==> src/sv/osg_pkg.sv <==
package osg_pkg;

    localparam int SAMPLE_W          = 12;
    localparam int THR_W             = 15;
    localparam int HEAD_W            = 16;
    localparam int VEL_W             = 16;
    localparam int PIN_HIST_W        = 7;
    localparam int WINDOW_LENGTH_DEF = 5;

    // Rotation datapath: velocity scaled by 256, plus headroom for the CORDIC gain
    // and a diagonal vector.
    localparam int VEL_SHIFT    = 8;
    localparam int ROT_W        = 26;
    localparam int ANG_W        = 16;
    localparam int CORDIC_STEPS = 14;

    typedef struct packed {
        logic signed [ROT_W-1:0] x;
        logic signed [ROT_W-1:0] y;
        logic signed [ANG_W-1:0] z;
        logic                    act;  // residual angle nonzero, run the micro-rotations
    } t_rot;

    function automatic logic signed [ANG_W-1:0] atan_lut(input int idx);
        logic signed [ANG_W-1:0] v;
        case (idx)
            0:       v = 16'sd8192;
            1:       v = 16'sd4836;
            2:       v = 16'sd2555;
            3:       v = 16'sd1297;
            4:       v = 16'sd651;
            5:       v = 16'sd326;
            6:       v = 16'sd163;
            7:       v = 16'sd81;
            8:       v = 16'sd41;
            9:       v = 16'sd20;
            10:      v = 16'sd10;
            11:      v = 16'sd5;
            12:      v = 16'sd3;
            13:      v = 16'sd1;
            default: v = '0;
        endcase
        return v;
    endfunction

    // Negate the heading, take out whole quarter turns and leave a residual
    // angle in [-8192, 8191].
    function automatic t_rot prerotate(input logic [HEAD_W-1:0] heading,
                                       input logic signed [VEL_W-1:0] vx,
                                       input logic signed [VEL_W-1:0] vy);
        logic [ANG_W-1:0]        a;
        logic [ANG_W:0]          a_rnd;
        logic [1:0]              q;
        logic signed [ROT_W-1:0] x0;
        logic signed [ROT_W-1:0] y0;
        t_rot                    r;
        a     = ANG_W'(0) - ANG_W'(heading);
        a_rnd = {1'b0, a} + (ANG_W+1)'(8192);
        q     = a_rnd[15:14];
        x0    = {{(ROT_W-VEL_W-VEL_SHIFT){vx[VEL_W-1]}}, vx, {VEL_SHIFT{1'b0}}};
        y0    = {{(ROT_W-VEL_W-VEL_SHIFT){vy[VEL_W-1]}}, vy, {VEL_SHIFT{1'b0}}};
        r.z   = $signed(a - {q, 14'b0});
        r.act = (r.z != '0);
        case (q)
            2'd0: begin
                r.x = x0;
                r.y = y0;
            end
            2'd1: begin
                r.x = -y0;
                r.y = x0;
            end
            2'd2: begin
                r.x = -x0;
                r.y = -y0;
            end
            default: begin
                r.x = y0;
                r.y = -x0;
            end
        endcase
        return r;
    endfunction

endpackage

==> src/sv/obstacle_stop_guard.sv <==
// Obstacle stop guard for an omnidirectional base.
//
// Slave stream: one transfer per sensor tick carries three raw 12-bit range
// samples, two obstacle pins (0 = obstacle), the heading and the global
// velocity command. Master stream: one transfer per tick carries the stop
// flag, the three moving-window sums and the two pin path-clear flags.
// Configuration: i_cfg_wr_en writes the collision threshold (sum of the
// window, at or below means obstacle); write it only while the block is idle.
//
// From input transfer to output valid a tick passes the input register, two
// CORDIC stage registers and the result register. It takes one tick per cycle
// while the receiver accepts; the 5-, 5- and 4-step CORDIC segments between
// registers set the clock period. Window and pin histories advance as a tick
// leaves the input register, so ticks keep their order.
//
// Reset clears the histories, the running sums, the threshold and all stage
// valid bits. When the receiver stalls, the result register holds, stages
// behind it fill up and o_s_axis_tready falls once every stage is full.
module obstacle_stop_guard
    import osg_pkg::*;
#(
    parameter int WINDOW_LENGTH = WINDOW_LENGTH_DEF
) (
    input  logic         i_clk,
    input  logic         i_rst_n,
    // configuration
    input  logic         i_cfg_wr_en,
    input  logic [14:0]  i_cfg_wr_data,
    // slave side
    input  logic         i_s_axis_tvalid,
    output logic         o_s_axis_tready,
    // sample_a[11:0], sample_b[23:12], sample_c[35:24], pin_a[36], pin_b[37],
    // heading[53:38], vel_x[69:54], vel_y[85:70], zero fill [87:86]
    input  logic [87:0]  i_s_axis_tdata,
    // master side
    output logic         o_m_axis_tvalid,
    input  logic         i_m_axis_tready,
    // stop_motion[0], sum_a[15:1], sum_b[30:16], sum_c[45:31],
    // clear_a[46], clear_b[47]
    output logic [47:0]  o_m_axis_tdata
);

    localparam int SUM_W = SAMPLE_W + $clog2(WINDOW_LENGTH);
    localparam int CMP_W = (SUM_W > THR_W) ? SUM_W : THR_W;

    // per-tick results that ride alongside the rotation
    typedef struct packed {
        logic [THR_W-1:0] sum_a;
        logic [THR_W-1:0] sum_b;
        logic [THR_W-1:0] sum_c;
        logic             le_a;
        logic             le_b;
        logic             le_c;
        logic             clear_a;
        logic             clear_b;
    } t_side;

    logic [THR_W-1:0]      r_threshold;
    logic [87:0]           r_s1_data;
    logic                  r_v1;
    logic                  r_v2;
    logic                  r_v3;
    logic                  r_out_valid;
    logic [47:0]           r_out_data;
    t_rot                  r_rot2;
    t_rot                  r_rot3;
    t_side                 r_side2;
    t_side                 r_side3;
    logic [PIN_HIST_W-1:0] r_pin_hist_a;
    logic [PIN_HIST_W-1:0] r_pin_hist_b;

    t_rot                  n_rot1;
    t_rot                  n_rot2;
    t_rot                  n_rot3;
    t_rot                  n_rot4;
    t_side                 n_side2;
    logic                  n_stop;
    logic [47:0]           n_out_data;

    logic                  ld1;
    logic                  ld2;
    logic                  ld3;
    logic                  ld4;
    logic                  win_en;
    logic [SUM_W-1:0]      sum_a;
    logic [SUM_W-1:0]      sum_b;
    logic [SUM_W-1:0]      sum_c;
    logic                  pos_x;
    logic                  pos_y;
    logic                  neg_y;

    // A stage loads when it is empty or its contents move on.
    assign ld4 = !r_out_valid || i_m_axis_tready;
    assign ld3 = !r_v3 || ld4;
    assign ld2 = !r_v2 || ld3;
    assign ld1 = !r_v1 || ld2;
    assign o_s_axis_tready = ld1;
    assign win_en = r_v1 && ld2;

    assign o_m_axis_tvalid = r_out_valid;
    assign o_m_axis_tdata  = r_out_data;

    // Stage 1 -> 2: filters and the first CORDIC segment.
    osg_window #(.WINDOW_LENGTH(WINDOW_LENGTH), .SUM_W(SUM_W)) u_win_a (
        .i_clk    (i_clk),
        .i_rst_n  (i_rst_n),
        .i_en     (win_en),
        .i_sample (r_s1_data[11:0]),
        .o_sum    (sum_a)
    );

    osg_window #(.WINDOW_LENGTH(WINDOW_LENGTH), .SUM_W(SUM_W)) u_win_b (
        .i_clk    (i_clk),
        .i_rst_n  (i_rst_n),
        .i_en     (win_en),
        .i_sample (r_s1_data[23:12]),
        .o_sum    (sum_b)
    );

    osg_window #(.WINDOW_LENGTH(WINDOW_LENGTH), .SUM_W(SUM_W)) u_win_c (
        .i_clk    (i_clk),
        .i_rst_n  (i_rst_n),
        .i_en     (win_en),
        .i_sample (r_s1_data[35:24]),
        .o_sum    (sum_c)
    );

    always_comb begin
        n_side2.sum_a   = THR_W'(sum_a);
        n_side2.sum_b   = THR_W'(sum_b);
        n_side2.sum_c   = THR_W'(sum_c);
        // compare at full width, mask only on output
        n_side2.le_a    = CMP_W'(sum_a) <= CMP_W'(r_threshold);
        n_side2.le_b    = CMP_W'(sum_b) <= CMP_W'(r_threshold);
        n_side2.le_c    = CMP_W'(sum_c) <= CMP_W'(r_threshold);
        // path clear when the pin read 1 from three to seven ticks ago
        n_side2.clear_a = &r_pin_hist_a[6:2];
        n_side2.clear_b = &r_pin_hist_b[6:2];
    end

    assign n_rot1 = prerotate(r_s1_data[53:38], $signed(r_s1_data[69:54]),
                              $signed(r_s1_data[85:70]));

    osg_cordic_seg #(.FIRST(0), .COUNT(5)) u_seg0 (
        .i_rot (n_rot1),
        .o_rot (n_rot2)
    );

    osg_cordic_seg #(.FIRST(5), .COUNT(5)) u_seg1 (
        .i_rot (r_rot2),
        .o_rot (n_rot3)
    );

    osg_cordic_seg #(.FIRST(10), .COUNT(CORDIC_STEPS - 10)) u_seg2 (
        .i_rot (r_rot3),
        .o_rot (n_rot4)
    );

    // Stop decision by the quadrant of the robot-frame velocity; the gain is
    // positive so only the signs matter.
    always_comb begin
        pos_x = !n_rot4.x[ROT_W-1] && (n_rot4.x != '0);
        neg_y = n_rot4.y[ROT_W-1];
        pos_y = !n_rot4.y[ROT_W-1] && (n_rot4.y != '0);
        if (pos_x && neg_y) begin
            n_stop = r_side3.le_a || r_side3.le_b || !r_side3.clear_a;
        end else if (!pos_x && !pos_y) begin
            n_stop = r_side3.le_a || !r_side3.clear_a;
        end else if (!pos_x && pos_y) begin
            n_stop = r_side3.le_c || !r_side3.clear_b;
        end else begin
            n_stop = 1'b0;
        end
        n_out_data = {r_side3.clear_b, r_side3.clear_a, r_side3.sum_c,
                      r_side3.sum_b, r_side3.sum_a, n_stop};
    end

    always_ff @(posedge i_clk) begin
        if (!i_rst_n) begin
            r_threshold  <= '0;
            r_v1         <= 1'b0;
            r_v2         <= 1'b0;
            r_v3         <= 1'b0;
            r_out_valid  <= 1'b0;
            r_pin_hist_a <= '0;
            r_pin_hist_b <= '0;
        end else begin
            if (i_cfg_wr_en) begin
                r_threshold <= i_cfg_wr_data;
            end
            if (ld1) begin
                r_v1 <= i_s_axis_tvalid;
            end
            if (ld2) begin
                r_v2 <= r_v1;
            end
            if (ld3) begin
                r_v3 <= r_v2;
            end
            if (ld4) begin
                r_out_valid <= r_v3;
            end
            // advance pin histories with the analog windows
            if (win_en) begin
                r_pin_hist_a <= {r_pin_hist_a[PIN_HIST_W-2:0], r_s1_data[36]};
                r_pin_hist_b <= {r_pin_hist_b[PIN_HIST_W-2:0], r_s1_data[37]};
            end
        end
    end

    // payload registers, no reset
    always_ff @(posedge i_clk) begin
        if (ld1 && i_s_axis_tvalid) begin
            r_s1_data <= i_s_axis_tdata;
        end
        if (ld2 && r_v1) begin
            r_rot2  <= n_rot2;
            r_side2 <= n_side2;
        end
        if (ld3 && r_v2) begin
            r_rot3  <= n_rot3;
            r_side3 <= r_side2;
        end
        if (ld4 && r_v3) begin
            r_out_data <= n_out_data;
        end
    end

    // An empty result register never blocks the input.
    a_ready_when_drained: assert property (@(posedge i_clk) disable iff (!i_rst_n)
        !r_out_valid |-> o_s_axis_tready)
        else $error("input stalled with empty result register");

    // A tick leaving the last CORDIC stage lands in the result register.
    a_stage3_to_out: assert property (@(posedge i_clk) disable iff (!i_rst_n)
        (r_v3 && ld4) |=> r_out_valid)
        else $error("tick lost between last stage and result register");

    // A blocked input stage keeps its tick.
    a_s1_hold: assert property (@(posedge i_clk) disable iff (!i_rst_n)
        (r_v1 && !ld2) |=> (r_v1 && $stable(r_s1_data)))
        else $error("input stage changed while blocked");

    // Skipped micro-rotations leave the residual angle at zero.
    a_idle_rot: assert property (@(posedge i_clk) disable iff (!i_rst_n)
        (r_v2 && !r_rot2.act) |-> (r_rot2.z == '0))
        else $error("inactive rotation with nonzero angle");

endmodule

==> src/sv/osg_window.sv <==
module osg_window
    import osg_pkg::*;
#(
    parameter int WINDOW_LENGTH = WINDOW_LENGTH_DEF,
    parameter int SUM_W         = SAMPLE_W + $clog2(WINDOW_LENGTH)
) (
    input  logic                i_clk,
    input  logic                i_rst_n,
    input  logic                i_en,
    input  logic [SAMPLE_W-1:0] i_sample,
    output logic [SUM_W-1:0]    o_sum
);

    localparam int HIST_D = WINDOW_LENGTH - 1;

    logic [SAMPLE_W-1:0] r_hist [HIST_D];
    logic [SUM_W-1:0]    r_run;  // sum of the stored history
    logic [SUM_W-1:0]    n_run;

    assign o_sum = r_run + SUM_W'(i_sample);
    // drop the oldest sample, add the new one
    assign n_run = o_sum - SUM_W'(r_hist[0]);

    always_ff @(posedge i_clk) begin
        if (!i_rst_n) begin
            r_run <= '0;
            for (int i = 0; i < HIST_D; i++) begin
                r_hist[i] <= '0;
            end
        end else if (i_en) begin
            r_run <= n_run;
            for (int i = 0; i < HIST_D - 1; i++) begin
                r_hist[i] <= r_hist[i+1];
            end
            r_hist[HIST_D-1] <= i_sample;
        end
    end

endmodule

==> src/sv/osg_cordic_seg.sv <==
module osg_cordic_seg
    import osg_pkg::*;
#(
    parameter int FIRST = 0,
    parameter int COUNT = 5
) (
    input  t_rot i_rot,
    output t_rot o_rot
);

    t_rot                    v;
    logic signed [ROT_W-1:0] dx;
    logic signed [ROT_W-1:0] dy;

    always_comb begin
        v  = i_rot;
        dx = '0;
        dy = '0;
        for (int k = 0; k < COUNT; k++) begin
            if (v.act) begin
                dx = v.y >>> (FIRST + k);
                dy = v.x >>> (FIRST + k);
                if (!v.z[ANG_W-1]) begin
                    v.x = v.x - dx;
                    v.y = v.y + dy;
                    v.z = v.z - atan_lut(FIRST + k);
                end else begin
                    v.x = v.x + dx;
                    v.y = v.y - dy;
                    v.z = v.z + atan_lut(FIRST + k);
                end
            end
        end
        o_rot = v;
    end

endmodule
==> config.mk <==
export PLATFORM = sky130hd
export DESIGN_NAME = obstacle_stop_guard
export DESIGN_NICKNAME = d
export VERILOG_FILES = /design/src/sv/osg_pkg.sv /design/src/sv/obstacle_stop_guard.sv /design/src/sv/osg_window.sv /design/src/sv/osg_cordic_seg.sv
export SDC_FILE = /design/constraint.sdc
export NUM_CORES = 2
export LEC_CHECK = 0
export BUFFER_PORTS_ARGS = -buffer_cell sky130_fd_sc_hd__buf_2
export CAP_MARGIN = 0
export CORE_UTILIZATION = 55
export DETAILED_ROUTE_END_ITERATION = 16
export HOLD_SLACK_MARGIN = 0.02
export PLACE_DENSITY = 0.76
export SYNTH_ARGS = -nofsm -noshare
export SYNTH_HDL_FRONTEND = slang
export SYNTH_SLANG_ARGS = --single-unit
export TNS_END_PERCENT = 50
==> constraint.sdc <==
create_clock -name i_clk -period 20.5 [get_ports i_clk]
set_clock_uncertainty 0.15 [all_clocks]
set_input_delay 2.05 -clock i_clk [delete_from_list [all_inputs] [get_ports i_clk]]
set_output_delay 2.05 -clock i_clk [all_outputs]
set_load 0.02 [all_outputs]
== Word-level counts from Yosys, hierarchy flattened ==
Memories as Yosys holds them, arrays and structs flattened.
Cells that the tools add are included.
Word-level totals
  bits in registers: 450
  bits in latches: 0
  memory bits (writable): 144
  memory bits (read-only): 0
  input port bits: 108
  memories kept: 3
Memory list
  u_win_a.r_hist: depth 4, width 12, rd ports 4, clocked after memory_dff 0, write ports 4, RTL line osg_window.sv:16  | logic [SAMPLE_W-1:0] r_hist [HIST_D];
  u_win_b.r_hist: depth 4, width 12, rd ports 4, clocked after memory_dff 0, write ports 4, RTL line osg_window.sv:16
  u_win_c.r_hist: depth 4, width 12, rd ports 4, clocked after memory_dff 0, write ports 4, RTL line osg_window.sv:16
Cells by class
  add/subtract/negate cells: 94
  multiply operators: 0
  divide/modulo/power cells: 0
  order comparisons: 3
  equality and inequality tests: 2
  shift operators: 0
  muxes and demuxes: 104
  bitwise gates (word level): 12
  reduce and logical (&&, ||, !) cells: 33
Operators by type and width (number)
  $mux W68: 28
  $mux W16: 56
  $sub A16 B16 Y16: 15
  $add A16 B16 Y16: 14
  $pmux W52 S3: 1
  $mux W12: 12
  $add A26 B13 Y26: 2
  $add A26 B14 Y26: 2
  $add A26 B15 Y26: 2
  $add A26 B16 Y26: 2
  $add A26 B17 Y26: 2
  $add A26 B18 Y26: 2
  $add A26 B19 Y26: 2
  $add A26 B20 Y26: 2
  $add A26 B21 Y26: 2
  $add A26 B22 Y26: 2
  $add A26 B23 Y26: 2
  $add A26 B24 Y26: 2
  $add A26 B25 Y26: 2
  $neg A24 Y26: 2
  $reduce_bool A26 Y1: 2
  $sub A26 B13 Y26: 2
  $sub A26 B14 Y26: 2
  $sub A26 B15 Y26: 2
  27 further kinds: 86

== Depth between registers and ports, before layout ==
  word-level depth: 28
  mapped depth: 89
  gate-level depth less buffers: 79

== Modules after synthesis ==
Synthesis repeated with hierarchy kept, for this count alone.
Unflattened totals
  cells, all modules: 11503
  area total of the unflattened synthesis: 90873.4 µm²
Modules (own cells, without submodules)
  osg_cordic_seg (u_seg0): times used 1, cells each 3466, area each 23496.3 µm², sequential area each 0.0 µm²
  osg_cordic_seg (u_seg1): times used 1, cells each 3421, area each 23084.6 µm², sequential area each 0.0 µm²
  osg_cordic_seg (u_seg2): times used 1, cells each 2567, area each 17389.2 µm², sequential area each 0.0 µm²
  obstacle_stop_guard: times used 1, cells each 1031, area each 15937.8 µm², sequential area each 11831.3 µm²
  osg_window (u_win_a ...): times used 2, cells each 339, area each 3666.0 µm², sequential area each 1741.7 µm²
  osg_window (u_win_c): times used 1, cells each 340, area each 3633.5 µm², sequential area each 1741.7 µm²

== Least setup slack after synthesis ==
No wires, ideal clock.
  path type: reg-to-reg
  from: reg r_rot2[0] (netlist bit)
  to: reg r_rot3[68] (netlist bit), data pin
  arrival time: 17.616 ns
  data required time: 20.089 ns
  slack: 2.473 ns
  stages on the path, launching flop included: 89
  path buffers: 22
  cell sequence: edfxtp_1 -> clkbuf_1 -> buf_2 -> buf_2 -> buf_1 -> buf_1 -> clkbuf_1 -> buf_2 -> clkbuf_1 -> clkbuf_1 -> buf_1 -> buf_2 -> buf_1 -> buf_1 -> clkbuf_1 -> clkbuf_1 -> buf_1 -> buf_1 -> (+53 left out) -> a21oi_1 -> o21ai_0 -> a211oi_1 -> nor2_1 -> o41ai_1 -> o2111ai_1 -> a31oi_1 -> nor2b_1 -> o21a_1 -> o21ai_0 -> nand2b_1 -> a21oi_1 -> o21ai_0 -> a21o_1 -> a21oi_1 -> xnor2_1 -> nand2_1 -> xor2_1
RTL lines
  start, declared: RTL line obstacle_stop_guard.sv:65  | t_rot r_rot2;
  start signal, assigned: RTL line obstacle_stop_guard.sv:217  | r_rot2 <= n_rot2;
  end signal, assigned: RTL line obstacle_stop_guard.sv:221  | r_rot3 <= n_rot3;
  end, declared: RTL line obstacle_stop_guard.sv:66  | t_rot r_rot3;

==> out/metrics.cfg <==
[outcome]
outcome=finished, final reports clean

[global_routing]
overflow=0
grt_antenna_before_repair=16
global_route.usage.total_pct=35.0
global_route_wire_length_before_repair_um=409000
grt_max_degree=147
via_count_of_the_first_global_routing_pass=71500

[placement]
routabilityCongestion=1.01
port-buffer-count=155
post-dp-hpwl_um=217000
dpl.cell_count=12000

[timing]
worst_slew_pin_slew_ns=1.33
fin_crit_sh_pct=92.8
setup_viol=0
totalNegativeSetupSlack_ns=0
fin_crit_ns=19.02
maxClockFrequency_mhz=52.6
slew_headroom_pct=10.7
final_hold_viol_count=0
max_slew_violation_total_from_the_final_report=0
rsz0062_at_grt=false

[die]
dieWidth_um=386
design.portCount=158
design.core.area_um2=146000
fp.dieArea_um2=149000
std_cell_rows=140
die_h_um=386
initial_utilization_pct=55.5

[clock_tree]
clkSinkCount=594
tritoncts=built
max-clock-path-buffers=3
postCtsResizedCells=0
clkSlewWorstSetupHoldPaths_ns=0.06
cts_root_buffer_type=sky130_fd_sc_hd__clkbuf_16
clk-insertion-delay-late_ns=0.69
post-cts-setup-buffers=0
htree_num_levels=3
cts.hold.buffers_added=0
clock_buffer_count_from_cts=69

[worst_hold_path]
hold_path.class=flip-flop to flip-flop

[route]
routed-via-count=77800
post_drt_via_cell_ratio=6.44
postRouteWirelength_um=271000
drt_first_pass_iters=9
drt_iter0_drc=7824
wl_per_cell_um=22.5
count_of_nets_left_with_antenna_violations_after_detail_routing=0
remaining_drc_errors=0

[logic_synthesis]
synth_top_cells_by_area=sky130_fd_sc_hd__edfxtp_1, sky130_fd_sc_hd__ha_1, sky130_fd_sc_hd__xnor2_1
netlist_instances=10100
synth.distinct_cells=117
dominantRegCellSynth=sky130_fd_sc_hd__edfxtp_1
ys_ff_latch=594
yosys.area.top_type=sky130_fd_sc_hd__edfxtp_1
synthesis.nets=11200
mapped_cell_area_um2=81000
sequential_area_share_after_synthesis_pct=21.1
asyncSetResetFlopFracSynth_pct=0
synth_area_per_cell_um2=8.00
synth_largest_type_area_fraction_pct=19.1
number_of_flops_mapped_to_enable_cells_by_yosys=516
yosys_warnings=0

[layout]
commonest_cells_after_routing_fill_and_taps_aside=sky130_fd_sc_hd__ha_1, sky130_fd_sc_hd__a21oi_1, sky130_fd_sc_hd__nand2_1
finalNetCount=11200
final.fill_count=13300
share_of_post_route_cells_with_drive_strength_above_1_pct=5.72
final_common_cell=sky130_fd_sc_hd__ha_1
layoutNonFillerInstCount=12100
post-route-util_pct=59.0
area_growth_syn_to_layout_pct=6.23

[setup_path]
crit_path_start=r_rot2[24]
worst_stage_delay_on_the_critical_path_ns=0.80
regToRegSetupSlack_ns=1.48
cp_data_arrival_time_ns=19.25
ff2ff_path_depth=69
critical-path-slowest-cell=sky130_fd_sc_hd__a2111oi_0
worstPathMaxFanout=7
worst_r2r_startpoint=r_rot2[24]
timing_worst_setup_path_type=flip-flop to flip-flop
worst_setup_path_endpoint=r_rot3[68]
reg2reg_to=r_rot3[68]
worst_setup_path_start_kind=flip-flop
critical_path.endpoint_type=flip-flop
cp.required_ns=20.74
most_numerous_cell_on_the_critical_path=sky130_fd_sc_hd__nand2_1

[job]
timing.max_cap.violations=0

-- logic make-up after synthesis --
kind of cell	Yosys count	share of synthesized area, %
AOI/OAI and AO/OA	3170	25.3
and+or+nand+nor	3113	19.2
xor gates and xnor gates	1078	11.7
buffers and inverters	1016	4.81
adders and majority gates	1009	16.0
DFF	594	21.1
muxes	150	2.00
-- worst min-delay path by stage --
stage,slack (ns),from,cells past startpoint,to
after floorplan,0.25,r_side2[44],0,n_out_data[10]
after detailed placement,0.25,r_side2[39],0,n_out_data[5]
final,0.26,n_out_data[14],0,o_m_axis_tdata[14]
after CTS,0.26,r_side2[28],0,n_out_data[24]
after global placement,0.25,n_out_data[30],0,o_m_axis_tdata[30]
after global routing,0.26,r_side2[28],0,n_out_data[24]
-- worst max-delay path, delay by kind of cell, from the launching register on --
family,cells,cell delay (ns)
DFF,1,0.55
xor gates and xnor gates,8,1.39
muxes,1,0.08
adders and majority gates,5,1.87
and+or+nand+nor,29,7.18
AOI/OAI and AO/OA,23,6.90
buffers and inverters,3,0.55
-- routing by layer --
layer / track usage, % / vias to the layer above / share of wire (%)
li1: - / 37000 / -
met1: 47.0 / 37000 / 43
met2: 56.9 / 3210 / 45
met3: 3.94 / 572 / 7.1
met4: 14.0 / 6 / 4.3
met5: 0 / - / 0.020
-- stage by stage --
step                hold slack (ns)  setup slack [ns]  area [um^2]
floorplan                     0.250              2.47        81000
global placement              0.252              2.42        83600
detailed placement            0.255              2.15        83600
CTS                           0.256              1.98        86100
global route                  0.256            0.0769        86100
finish                        0.255              1.48        86100
-- synth_stat cells (78+ instances only) --
| master | number |
|---|---|
| sky130_fd_sc_hd__a21o_1 | 386 |
| sky130_fd_sc_hd__xnor2_1 | 726 |
| sky130_fd_sc_hd__clkbuf_1 | 241 |
| sky130_fd_sc_hd__nor4_1 | 82 |
| sky130_fd_sc_hd__a21oi_1 | 870 |
| sky130_fd_sc_hd__nand3_1 | 181 |
| sky130_fd_sc_hd__o31ai_1 | 97 |
| sky130_fd_sc_hd__ha_1 | 966 |
| sky130_fd_sc_hd__nor2b_1 | 194 |
| sky130_fd_sc_hd__o21ai_0 | 677 |
| sky130_fd_sc_hd__o21bai_1 | 169 |
| sky130_fd_sc_hd__inv_1 | 662 |
| sky130_fd_sc_hd__nand2b_1 | 131 |
| sky130_fd_sc_hd__a31oi_1 | 121 |
| sky130_fd_sc_hd__and2_1 | 100 |
| sky130_fd_sc_hd__xor2_1 | 347 |
| sky130_fd_sc_hd__or3_1 | 116 |
| sky130_fd_sc_hd__and3_1 | 219 |
| sky130_fd_sc_hd__edfxtp_1 | 516 |
| sky130_fd_sc_hd__dfxtp_1 | 78 |
| sky130_fd_sc_hd__a21boi_0 | 82 |
| sky130_fd_sc_hd__mux2i_1 | 92 |
| sky130_fd_sc_hd__nor3_1 | 245 |
| sky130_fd_sc_hd__nand2_1 | 776 |
| sky130_fd_sc_hd__a211oi_1 | 101 |
| sky130_fd_sc_hd__nor2_1 | 747 |
| sky130_fd_sc_hd__nand4_1 | 85 |
| sky130_fd_sc_hd__o21a_1 | 120 |
-- registers in the layout (all words and copies together), names as in the netlist, 47 cells and up --
register / count
r_side2: 50
u_win_c.r_hist: 48
o_m_axis_tdata: 48
u_win_b.r_hist: 48
r_rot2: 69
r_s1_data: 86
n_out_data: 47
r_rot3: 69
u_win_a.r_hist: 48
-- layout make-up --
cell class	count	area [um^2]	share of cell area (%)
inverter	674	2550	2.96
timing repair buffer	245	1470	1.70
multi-input combinational	8520	60200	69.9
antenna	3	7.51	0.00872
sequential	594	17100	19.8
tap	1917	2400	2.79
clock buffer	89	1850	2.15
clock inverter	38	586	0.680
Power is left out: the tool's default activity adds up to more than one toggle a clock period on the data nets, which glitch-free logic cannot reach.
